==> src/rtl/core/loi_pkg.sv <==
`default_nettype none

package loi_pkg;

  localparam int LEN_W_DEF    = 16;
  localparam int OFFSET_W_DEF = 40;

  localparam int CFG_IDX_W  = 2;
  localparam int CFG_DATA_W = 40;

  localparam int IN_TDATA_W = 8;
  localparam int OUT_TUSER_W = 2;

  localparam logic [7:0] CH_LF  = 8'h0A;
  localparam logic [7:0] CH_TAB = 8'h09;
  localparam logic [7:0] CH_NUL = 8'h00;

  typedef enum logic [CFG_IDX_W-1:0] {
    REG_CHAR_WIDTH      = 2'd0,
    REG_CHAR_BYTE_INDEX = 2'd1,
    REG_TAB_STOP_LOG2   = 2'd2,
    REG_START_OFFSET    = 2'd3
  } cfg_reg_t;

  typedef struct packed {
    logic       last_byte;
    logic [7:0] data_byte;
  } in_item_t;

endpackage

`default_nettype wire

==> src/rtl/core/loi_in_stage.sv <==
`default_nettype none

module loi_in_stage
  import loi_pkg::*;
(
  input  wire logic                  clk,
  input  wire logic                  rst_n,
  input  wire logic                  in_tvalid,
  output logic                       in_tready,
  input  wire logic [IN_TDATA_W-1:0] in_tdata,
  input  wire logic                  in_tlast,
  output logic                       item_valid,
  output in_item_t                   item,
  input  wire logic                  item_ready
);

  logic     valid_r;
  in_item_t item_r;

  assign in_tready  = !valid_r || item_ready;
  assign item_valid = valid_r;
  assign item       = item_r;

  always_ff @(posedge clk) begin
    if (!rst_n) begin
      valid_r <= 1'b0;
    end else if (in_tvalid && in_tready) begin
      valid_r <= 1'b1;
    end else if (item_ready) begin
      valid_r <= 1'b0;
    end
  end

  always_ff @(posedge clk) begin
    if (in_tvalid && in_tready) begin
      item_r.data_byte <= in_tdata[7:0];
      item_r.last_byte <= in_tlast;
    end
  end

endmodule

`default_nettype wire

==> src/rtl/core/loi_core.sv <==
`default_nettype none

module loi_core
  import loi_pkg::*;
#(
  parameter int LEN_W       = LEN_W_DEF,
  parameter int OFFSET_W    = OFFSET_W_DEF,
  parameter int OUT_TDATA_W = ((OFFSET_W + 2 * LEN_W + 7) / 8) * 8
) (
  input  wire logic                   clk,
  input  wire logic                   rst_n,
  input  wire logic                   cfg_we,
  input  wire logic [CFG_IDX_W-1:0]   cfg_index,
  input  wire logic [CFG_DATA_W-1:0]  cfg_data,
  input  wire logic                   item_valid,
  input  in_item_t                    item,
  output logic                        item_ready,
  output logic                        out_tvalid,
  input  wire logic                   out_tready,
  output logic [OUT_TDATA_W-1:0]      out_tdata,
  output logic [OUT_TUSER_W-1:0]      out_tuser
);

  localparam logic [LEN_W-1:0] LEN_MAX = {LEN_W{1'b1}};

  logic [2:0]          cw_r;
  logic [1:0]          cbi_r;
  logic [2:0]          tsl_r;
  logic [OFFSET_W-1:0] pos_r;
  logic [OFFSET_W-1:0] ls_r;
  logic [LEN_W-1:0]    col_r;
  logic [LEN_W-1:0]    max_r;
  logic                sat_r;
  logic [1:0]          ucnt_r;
  logic [7:0]          uval_r;
  logic                uoz_r;

  logic                out_valid_r;
  logic [OFFSET_W-1:0] out_off_r;
  logic [LEN_W-1:0]    out_len_r;
  logic [LEN_W-1:0]    out_max_r;
  logic                out_too_r;
  logic                out_fake_r;

  logic                adv;
  logic [2:0]          uw;
  logic                is_char;
  logic [7:0]          val_nxt;
  logic                oz_nxt;
  logic                done;
  logic                lf;
  logic                tab;
  logic [LEN_W:0]      stop;
  logic [LEN_W:0]      inc;
  logic [LEN_W:0]      sum;
  logic [LEN_W-1:0]    col_after;
  logic                sat_after;
  logic [OFFSET_W-1:0] pos_nxt;
  logic                emit_fake;
  logic                emit;
  logic [LEN_W-1:0]    max_nxt;
  logic [LEN_W-1:0]    col_nxt;
  logic [OFFSET_W-1:0] ls_nxt;

  assign item_ready = !out_valid_r || out_tready;
  assign adv        = item_valid && item_ready;

  always_comb begin
    if (cw_r >= 3'd4) begin
      uw = 3'd4;
    end else if (cw_r >= 3'd2) begin
      uw = 3'd2;
    end else begin
      uw = 3'd1;
    end
    is_char = (ucnt_r == cbi_r);
    val_nxt = is_char ? item.data_byte : uval_r;
    oz_nxt  = is_char ? uoz_r : (uoz_r && (item.data_byte == CH_NUL));
    done    = (({1'b0, ucnt_r} + 3'd1) >= uw);
    lf      = done && oz_nxt && (val_nxt == CH_LF);
    tab     = done && oz_nxt && (val_nxt == CH_TAB);

    stop = (LEN_W + 1)'(1) << tsl_r;
    if (tab) begin
      inc = stop - ({1'b0, col_r} & (stop - (LEN_W + 1)'(1)));
    end else begin
      inc = (LEN_W + 1)'(1);
    end
    sum = {1'b0, col_r} + inc;

    col_after = col_r;
    sat_after = sat_r;
    if (done && !lf) begin
      if (sum >= {1'b0, LEN_MAX}) begin
        col_after = LEN_MAX;
        sat_after = 1'b1;
      end else begin
        col_after = sum[LEN_W-1:0];
      end
    end

    pos_nxt   = pos_r + OFFSET_W'(1);
    emit_fake = item.last_byte && !lf && (ls_r != pos_nxt);
    emit      = lf || emit_fake;
    max_nxt   = (emit && (col_after > max_r)) ? col_after : max_r;
    col_nxt   = (lf || item.last_byte) ? '0 : col_after;
    ls_nxt    = (lf || item.last_byte) ? pos_nxt : ls_r;
  end

  always_ff @(posedge clk) begin
    if (!rst_n) begin
      cw_r   <= 3'd1;
      cbi_r  <= 2'd0;
      tsl_r  <= 3'd3;
      pos_r  <= '0;
      ls_r   <= '0;
      col_r  <= '0;
      max_r  <= '0;
      sat_r  <= 1'b0;
      ucnt_r <= 2'd0;
      uval_r <= 8'd0;
      uoz_r  <= 1'b1;
    end else if (adv) begin
      pos_r <= pos_nxt;
      ls_r  <= ls_nxt;
      col_r <= col_nxt;
      max_r <= max_nxt;
      sat_r <= sat_after;
      if (done || item.last_byte) begin
        ucnt_r <= 2'd0;
        uval_r <= 8'd0;
        uoz_r  <= 1'b1;
      end else begin
        ucnt_r <= ucnt_r + 2'd1;
        uval_r <= val_nxt;
        uoz_r  <= oz_nxt;
      end
    end else if (cfg_we) begin
      case (cfg_reg_t'(cfg_index))
        REG_CHAR_WIDTH:      cw_r  <= cfg_data[2:0];
        REG_CHAR_BYTE_INDEX: cbi_r <= cfg_data[1:0];
        REG_TAB_STOP_LOG2:   tsl_r <= cfg_data[2:0];
        REG_START_OFFSET: begin
          pos_r <= OFFSET_W'(cfg_data);
          ls_r  <= OFFSET_W'(cfg_data);
        end
        default: ;
      endcase
    end
  end

  always_ff @(posedge clk) begin
    if (!rst_n) begin
      out_valid_r <= 1'b0;
    end else if (adv) begin
      out_valid_r <= emit;
    end else if (out_tready) begin
      out_valid_r <= 1'b0;
    end
  end

  always_ff @(posedge clk) begin
    if (adv) begin
      out_off_r  <= lf ? pos_nxt : (pos_nxt + OFFSET_W'(1));
      out_len_r  <= col_after;
      out_max_r  <= max_nxt;
      out_too_r  <= sat_after;
      out_fake_r <= emit_fake;
    end
  end

  assign out_tvalid = out_valid_r;
  assign out_tdata  = OUT_TDATA_W'({out_max_r, out_len_r, out_off_r});
  assign out_tuser  = {out_fake_r, out_too_r};

endmodule

`default_nettype wire

==> src/rtl/core/line_offset_indexer_tab_expand.sv <==
// Line offset indexer with tab expansion.
// The slave stream carries one byte of a text file per word in in_tdata, with
// in_tlast marking the final byte of the file. Bytes are grouped into code
// units of 1, 2 or 4 bytes; the column advances per unit and tabs expand to
// the next tab stop. Each line feed unit, and an unterminated final line at
// in_tlast, produces one word on the master stream with the next line offset,
// the line length and the running maximum length.
// The configuration port writes the unit width, the character byte index,
// the tab stop and the start offset; the user must write it only while the
// block is idle, which the block does not enforce; writing the start offset
// also restarts the byte counters. A byte accepted into the input register
// is processed from there into the output register when that register can
// take it. One byte per cycle is sustained while the receiver accepts words;
// the column and offset update path is combinational.
// When the receiver stalls, the output register holds its word and the input
// register holds one more byte before in_tready drops. Synchronous reset
// restores the register defaults, clears the counters and empties both stages.
`default_nettype none

module line_offset_indexer_tab_expand
  import loi_pkg::*;
#(
  parameter int LEN_W       = LEN_W_DEF,
  parameter int OFFSET_W    = OFFSET_W_DEF,
  parameter int OUT_TDATA_W = ((OFFSET_W + 2 * LEN_W + 7) / 8) * 8
) (
  input  wire logic                   clk,
  input  wire logic                   rst_n,
  input  wire logic                   cfg_we,
  input  wire logic [CFG_IDX_W-1:0]   cfg_index,
  input  wire logic [CFG_DATA_W-1:0]  cfg_data,
  input  wire logic                   in_tvalid,
  output logic                        in_tready,
  // Fields from bit 0: data_byte.
  input  wire logic [IN_TDATA_W-1:0]  in_tdata,
  input  wire logic                   in_tlast,
  output logic                        out_tvalid,
  input  wire logic                   out_tready,
  // Fields from bit 0: next_line_offset, line_length, max_line_len, zero fill.
  output logic [OUT_TDATA_W-1:0]      out_tdata,
  // Fields from bit 0: too_long, fake_final.
  output logic [OUT_TUSER_W-1:0]      out_tuser
);

  logic     item_valid;
  in_item_t item;
  logic     item_ready;

  loi_in_stage u_in_stage (
    .clk        (clk),
    .rst_n      (rst_n),
    .in_tvalid  (in_tvalid),
    .in_tready  (in_tready),
    .in_tdata   (in_tdata),
    .in_tlast   (in_tlast),
    .item_valid (item_valid),
    .item       (item),
    .item_ready (item_ready)
  );

  loi_core #(
    .LEN_W       (LEN_W),
    .OFFSET_W    (OFFSET_W),
    .OUT_TDATA_W (OUT_TDATA_W)
  ) u_core (
    .clk        (clk),
    .rst_n      (rst_n),
    .cfg_we     (cfg_we),
    .cfg_index  (cfg_index),
    .cfg_data   (cfg_data),
    .item_valid (item_valid),
    .item       (item),
    .item_ready (item_ready),
    .out_tvalid (out_tvalid),
    .out_tready (out_tready),
    .out_tdata  (out_tdata),
    .out_tuser  (out_tuser)
  );

endmodule

`default_nettype wire

==> config.mk <==
export PLATFORM = sky130hd
export DESIGN_NAME = line_offset_indexer_tab_expand
export DESIGN_NICKNAME = d
export VERILOG_FILES = /design/src/rtl/core/loi_pkg.sv /design/src/rtl/core/loi_in_stage.sv /design/src/rtl/core/loi_core.sv /design/src/rtl/core/line_offset_indexer_tab_expand.sv
export SDC_FILE = /design/constraint.sdc
export NUM_CORES = 1
export LEC_CHECK = 0
export BUFFER_PORTS_ARGS = -buffer_cell sky130_fd_sc_hd__buf_2
export CORE_MARGIN = 4
export CORE_UTILIZATION = 50
export CTS_CLUSTER_DIAMETER = 30
export DETAILED_ROUTE_END_ITERATION = 7
export GPL_ROUTABILITY_DRIVEN = 1
export PLACE_DENSITY = 0.69
export SETUP_SLACK_MARGIN = 0.4
export SKIP_CTS_REPAIR_TIMING = 1
export SYNTH_ARGS = -nofsm -noshare
export SYNTH_HDL_FRONTEND = slang
export SYNTH_SLANG_ARGS = --single-unit
==> constraint.sdc <==
create_clock -name clk -period 10.3 [get_ports clk]
set_input_delay 1.03 -clock clk [delete_from_list [all_inputs] [get_ports clk]]
set_output_delay 1.03 -clock clk [all_outputs]
set_load 0.01 [all_outputs]
# Yosys cells after proc, flatten, opt, wreduce, memory -nomap -nowiden
# Index checks and enable logic that the tools add are counted.
classes:
  addsub: 7
  mul: 0
  div_mod_pow: 0
  n_lt_le_gt_ge: 5
  eq_ne: 8
  shift: 1
  n_mux: 24
  bitwise: 2
  reduce_logical: 29
op_table:
  columns: ["op", "count"]
  rows:
  - ["$mux W40", 6]
  - ["$add A40 B1 Y40 const B", 2]
  - ["$mux W16", 4]
  - ["$ne A40 B40 Y1", 1]
  - ["$add A16 B17 Y17", 1]
  - ["$and A16 B17 Y17", 1]
  - ["$ge A17 B16 Y1 const B", 1]
  - ["$mux W17", 1]
  - ["$shl A1 B3 Y17 const A", 1]
  - ["$sub A17 B1 Y17 const B", 1]
  - ["$sub A17 B17 Y17", 1]
  - ["$eq A8 B4 Y1 const B", 2]
  - ["$gt A16 B16 Y1", 1]
  - ["$mux W8", 2]
  - ["$reduce_and A3 Y1", 4]
  - ["$logic_and A1 B1 Y1", 10]
  - ["$logic_not A8 Y1", 1]
  - ["$mux W1", 8]
  - ["$reduce_bool A2 Y1", 4]
  - ["$logic_or A1 B1 Y1", 5]
  - ["$eq A2 B2 Y1 const B", 2]
  - ["$mux W2", 2]
  - ["$add A2 B1 Y3 const B", 1]
  - ["$ge A3 B2 Y1 const B", 1]
  - ["other kinds (11)", 13]
word_totals:
  ff_bits: 217
  latch_bits: 0
  ram_bits: 0
  mem_bits_ro: 0
  inputBits: 56
  output_inout_bits: 76
  wordCells: 96
  mem_count: 0

# Longest topological paths before layout
depth:
  word_depth: 14
  ltp_mapped: 38
  ltp_nobuf: 34

# Cells and area by module
# From an unflattened synthesis, not the netlist that was laid out.
hier_totals:
  cells_unflattened: 1617
  area_unflattened_um2: 13678.1
modules_own_cells:
  columns: ["mod", "n_inst", "cells_each", "area_per_inst_um2", "seq_area_each_um2"]
  rows:
  - ["loi_core", 1, 1603, 13350.3, 4864.7]
  - ["loi_in_stage", 1, 14, 327.8, 290.3]

# Worst setup path after synthesis
# Ideal clock, no wire load.
synth_timing:
  kind: "register -> register"
  from: "reg u_core.tsl_r[0]"
  to: "reg u_core.out_max_r[8], data pin"
  setup_ns: 0.254
  arrival_ns: 6.837
  required_time_ns: 10.046
  setup_slack_ns: 3.209
  stages_incl_launch_ff: 37
  path_buffers: 5
  period_less_slack_ns: 7.091
  path_cell_list: "dfxtp_1 > clkbuf_1 > or3_1 > ha_1 > nand2b_1 > ha_1 > a221oi_1 > a31oi_1 > a31o_2 > o221a_2 > o22a_1 > a2bb2oi_1 > a21oi_1 > ha_1 > a21o_1 > nand2_1 > nand2_1 > a221o_1 > a211oi_1 > xnor2_1 > and2_1 > clkbuf_1 > clkbuf_1 > a21oi_1 > ha_1 > a21oi_1 > nor2b_1 > o21ai_0 > nand2b_1 > a211oi_1 > o21ai_0 > o221a_2 > o31a_1 > buf_6 > buf_6 > nand2_1 > o21ai_2"
synth_via:
  elab_chain_cells: 12
synth_lines:
  columns: ["element", "line", "rtl"]
  rows:
  - ["start, declared", "loi_core.sv:28", "logic [2:0] tsl_r;"]
  - ["start signal, assigned", "loi_core.sv:142", "REG_TAB_STOP_LOG2: tsl_r <= cfg_data[2:0];"]
  - ["$shl A1 B3 Y17 (*)", "loi_core.sv:83", "stop = (LEN_W + 1)'(1) << tsl_r;"]
  - ["$sub A17 B1 Y17", "loi_core.sv:85", "inc = stop - ({1'b0, col_r} & (stop - (LEN_W + 1)'(1)));"]
  - ["$and A16 B17 Y17", "loi_core.sv:85", null]
  - ["$sub A17 B17 Y17 (*)", "loi_core.sv:85", null]
  - ["$mux W17 (*)", "loi_core.sv:84", "if (tab) begin"]
  - ["$add A16 B17 Y17 (*)", "loi_core.sv:89", "sum = {1'b0, col_r} + inc;"]
  - ["$ge A17 B16 Y1", "loi_core.sv:94", "if (sum >= {1'b0, LEN_MAX}) begin"]
  - ["$mux W16 (*)", "loi_core.sv:94", null]
  - ["$mux W16 (*)", "loi_core.sv:93", "if (done && !lf) begin"]
  - ["net u_core.col_after[9]", "loi_core.sv:56", "logic [LEN_W-1:0] col_after;"]
  - ["$gt A16 B16 Y1 (*)", "loi_core.sv:105", "max_nxt = (emit && (col_after > max_r)) ? col_after : max_r;"]
  - ["$logic_and A1 B1 Y1 (*)", "loi_core.sv:105", null]
  - ["$mux W16 (*)", "loi_core.sv:105", null]
  - ["net u_core.max_nxt[8]", "loi_core.sv:61", "logic [LEN_W-1:0] max_nxt;"]
  - ["end signal, assigned", "loi_core.sv:166", "out_max_r <= max_nxt;"]
  - ["end, declared", "loi_core.sv:41", "logic [LEN_W-1:0] out_max_r;"]
# Mark *: on every way through the listed nets, which the timed path passes. The rest lies on a longest branch.
# A chain may end at the register's enable or synchronous reset.

# Worst setup path after layout
layout_timing:
  from: "reg u_core.tsl_r[0]"
  to: "reg u_core.out_max_r[3], data pin"
# Same word-level chain as after synthesis.

==> metrics.json <==
{
  "status": {"value": "complete, no violations"},
  "yosys.area_share.simple": {"value": 24.1, "unit": "%"},
  "groute.usage.overall": {"value": 25.5, "unit": "%"},
  "boundaryPins": {"value": 132},
  "cts_num_sinks": {"value": 216},
  "placeableCoreArea": {"value": 27000, "unit": "um2"},
  "tritoncts": {"value": "done"},
  "total_power": {"value": 2.96, "unit": "mW"},
  "period_share": {"value": 78.8, "unit": "%"},
  "overflow": {"value": 0},
  "clk_root_buffer_cell": {"value": "sky130_fd_sc_hd__clkbuf_16"},
  "synth_top_area_share": {"value": 19.3, "unit": "%"},
  "synth_async_sr_flop_share": {"value": 0, "unit": "%"},
  "die_w": {"value": 174, "unit": "um"},
  "min_path_type": {"value": "flip-flop to flip-flop"},
  "io_buffer_count": {"value": 131},
  "via_count_normalized_by_instance_count": {"value": 6.00},
  "diode_insertion_count_for_antenna_repair": {"value": 0},
  "antenna_found_initial": {"value": 0},
  "timing.final.max_slew_violations": {"value": 0},
  "place.gp.congestion": {"value": 0.935},
  "syn-mean-instance-area": {"value": 8.30, "unit": "um2"},
  "max_stage_delay": {"value": 0.85, "unit": "ns"},
  "initial_standard_cell_utilization_of_the_core": {"value": 51.0, "unit": "%"},
  "cp.buffers_inverters": {"value": 0},
  "cts_buffer_depth": {"value": 3},
  "fillers": {"value": 2387},
  "drtIter0Drc": {"value": 1236},
  "grt_start_max_net_pins": {"value": 94},
  "vias": {"value": 12800},
  "synth_enable_flop_cells": {"value": 83},
  "critPathMaxFanout": {"value": 46},
  "critical_path.top_delay_family": {"value": "compound AO/OA/AOI/OAI gates"},
  "dpl.hpwl": {"value": 27.4, "unit": "mm"},
  "setup_total_negative_slack": {"value": 0, "unit": "ns"},
  "area_growth_syn_to_layout": {"value": 17.9, "unit": "%"},
  "hold_viol": {"value": 0},
  "final_layout_size_suffix_gt1_share": {"value": 16.7, "unit": "%"},
  "rsz0062_at_grt": {"value": "no"},
  "cts-htree-levels": {"value": 2},
  "seq_area_frac_synth": {"value": 37.4, "unit": "%"},
  "ys_dominant_reg_cell": {"value": "sky130_fd_sc_hd__dfxtp_1"},
  "mappedNetlistNets": {"value": 1760},
  "netlist_top_cells_area": {"value": "sky130_fd_sc_hd__dfxtp_1, sky130_fd_sc_hd__edfxtp_1, sky130_fd_sc_hd__nand2_1, sky130_fd_sc_hd__a21oi_1, sky130_fd_sc_hd__xnor2_1"},
  "placementRows": {"value": 60},
  "cap_violations": {"value": 0},
  "worst_ep_arrival_time": {"value": 8.49, "unit": "ns"},
  "clock_period_minus_final_worst_setup_slack": {"value": 8.12, "unit": "ns"},
  "synth.area.mux_share": {"value": 1.25, "unit": "%"},
  "crit_top_cell": {"value": "sky130_fd_sc_hd__ha_1"},
  "cts_made_buffers": {"value": 51},
  "power.ir.vdd_worst": {"value": 0.135, "unit": "mV"},
  "synth_cell_types": {"value": 88},
  "path_clk_slew": {"value": 0.05, "unit": "ns"},
  "count_of_state_elements_after_synthesis": {"value": 216},
  "drt_drc_violations_left": {"value": 0},
  "worst_slew_pin_slew": {"value": 1.15, "unit": "ns"},
  "synth_compound_area_share": {"value": 19.7, "unit": "%"},
  "clkLatencyLatePin": {"value": 0.55, "unit": "ns"},
  "postSynthCellCount": {"value": 1660},
  "worst-endpoint-required": {"value": 10.68, "unit": "ns"},
  "die_h": {"value": 174, "unit": "um"},
  "yosys.area_share.xor_xnor": {"value": 8.50, "unit": "%"},
  "combinational_family_with_the_most_area_after_synthesis": {"value": "simple AND/OR/NAND/NOR gates"},
  "post_syn_area": {"value": 13800, "unit": "um2"},
  "worstSetupEndpointType": {"value": "flip-flop"},
  "cpMaxStageDelayCell": {"value": "sky130_fd_sc_hd__o31a_2"},
  "synth-adder-area-share": {"value": 4.10, "unit": "%"},
  "floorplan.die_area": {"value": 30300, "unit": "um2"},
  "drt-wirelength-per-cell": {"value": 18.8, "unit": "um"},
  "p_leak": {"value": 6.06, "unit": "nW"},
  "drtPass1Iterations": {"value": 6},
  "setup.worst_path.class": {"value": "flip-flop to flip-flop"},
  "grt_pass1_wl": {"value": 64.2, "unit": "mm"},
  "detail_route.wirelength": {"value": 40.0, "unit": "mm"},
  "timing.critical_path.from_type": {"value": "flip-flop"},
  "nets": {"value": 1845},
  "vias_in_the_first_global_route": {"value": 12100},
  "synth_top_cell_by_area": {"value": "sky130_fd_sc_hd__dfxtp_1"},
  "reg2reg_setup_slack": {"value": 2.18, "unit": "ns"},
  "final_setup_viols": {"value": 0},
  "power.density": {"value": 182, "unit": "nW/um2"},
  "max-slew-margin-rel": {"value": 23.1, "unit": "%"},
  "warnings_synthesis": {"value": 0},
  "max_clock_skew": {"value": 0.0181, "unit": "ns"},
  "detail-route-antenna-nets": {"value": 0},
  "timing.fmax": {"value": 0.123, "unit": "GHz"}
}
[sequential cells by signal, summed over array words and instances (netlist names), 3 cells and up]
name              flops
u_core.col_r         16
u_core.ls_r          40
u_core.max_r         16
u_core.out_len_r     16
u_core.out_max_r     16
u_core.out_off_r     40
u_core.pos_r         40
u_core.tsl_r          3
u_core.uval_r         8
u_in_stage.item       9
[Yosys cell counts, drive strengths merged (26+ instances only)]
| cell type | instances |
|---|---|
| nor4 | 26 |
| dfxtp | 133 |
| nand2 | 233 |
| nor3 | 40 |
| xnor2 | 76 |
| nand4 | 27 |
| edfxtp | 83 |
| ha | 42 |
| xor2 | 50 |
| a21oi | 156 |
| buf | 34 |
| o21ai | 105 |
| inv | 52 |
| nor2 | 165 |
| clkbuf | 75 |
| nand3 | 48 |
| a22oi | 40 |
[stage by stage]
step                      instances  util, %  worst slack, ns  area, um2  hold slack [ns]
after floorplan                1660        -             3.21      13800            0.440
after global placement         2033     53.5             2.49      14500            0.452
after detailed placement       2033     53.5             2.32      14500            0.459
after CTS                      2129     60.1             2.27      16300            0.465
after global routing           2129     60.1             1.44      16300            0.480
final                          2129     60.1             2.18      16300            0.463
[area by class of cell]
type / instances / area (um2) / share of cell area (%)
inverter: 52 / 200 / 1.23
multi-input combinational: 1283 / 7960 / 48.9
clock buffer: 56 / 1360 / 8.35
tap: 341 / 427 / 2.62
sequential: 216 / 5150 / 31.7
clock inverter: 40 / 428 / 2.63
timing repair buffer: 141 / 731 / 4.50
[worst min-delay path, delay by kind of cell, from the launching register on]
family / cells / cell delay, ns
flip-flops: 1 / 0.31
AND/OR/NAND/NOR: 1 / 0.05
AO/OA/AOI/OAI: 1 / 0.05
[placed cells by master (no fill, tap or decap), types with 10 or more instances in the layout]
| cell type | count |
|---|---|
| sky130_fd_sc_hd__clkbuf_16 | 53 |
| sky130_fd_sc_hd__buf_4 | 10 |
| sky130_fd_sc_hd__or3_1 | 17 |
| sky130_fd_sc_hd__a21oi_1 | 147 |
| sky130_fd_sc_hd__nor3_1 | 35 |
| sky130_fd_sc_hd__buf_2 | 131 |
| sky130_fd_sc_hd__xor2_1 | 50 |
| sky130_fd_sc_hd__a22oi_1 | 40 |
| sky130_fd_sc_hd__nor2_1 | 164 |
| sky130_fd_sc_hd__nor4_1 | 22 |
| sky130_fd_sc_hd__xnor2_1 | 76 |
| sky130_fd_sc_hd__o21ai_2 | 11 |
| sky130_fd_sc_hd__nand3_1 | 41 |
| sky130_fd_sc_hd__mux2i_1 | 15 |
| sky130_fd_sc_hd__a21o_1 | 15 |
| sky130_fd_sc_hd__nand2_1 | 233 |
| sky130_fd_sc_hd__inv_1 | 50 |
| sky130_fd_sc_hd__nand2b_1 | 20 |
| sky130_fd_sc_hd__dfxtp_1 | 133 |
| sky130_fd_sc_hd__o21ai_1 | 12 |
| sky130_fd_sc_hd__o31ai_1 | 13 |
| sky130_fd_sc_hd__nand4_1 | 23 |
| sky130_fd_sc_hd__or4_1 | 10 |
| sky130_fd_sc_hd__nor2b_1 | 21 |
| sky130_fd_sc_hd__a31oi_1 | 12 |
| sky130_fd_sc_hd__edfxtp_1 | 83 |
| sky130_fd_sc_hd__a211oi_1 | 13 |
| sky130_fd_sc_hd__o211ai_1 | 10 |
| sky130_fd_sc_hd__ha_1 | 42 |
| sky130_fd_sc_hd__o21ai_0 | 82 |
[where the power goes]
group	switching, mW	total [mW]	internal, mW
registers	0.0466	0.982	0.935
clock network	0.550	1.64	1.09
logic	0.221	0.342	0.121
total	0.817	2.96	2.15
[routing by layer]
metal  up-vias  wire (um)  GRT usage, %
met2       527      18700          41.8
met1      6003      17100          34.1
met5         -          0             0
li1       6137          -             -
met3        98       2860          4.20
met4         0       1350          9.40
[worst paths after layout]
kind / cells after the start / endpoint / startpoint
worst max-delay path: 31 / u_core.out_max_r[3] / u_core.tsl_r[0]
worst max register to register: 31 / u_core.out_max_r[3] / u_core.tsl_r[0]
worst min-delay path: 2 / u_core.ls_r[8] / u_core.ls_r[8]
worst min register to register: 2 / u_core.ls_r[8] / u_core.ls_r[8]
[cells by family after synthesis]
group | Yosys count
buf+inv | 161
mux | 17
flops | 216
fa+ha+maj | 44
compound gates | 429
simple gates | 664
xor+xnor | 129
No activity file was read; power rests on OpenSTA's default activity.
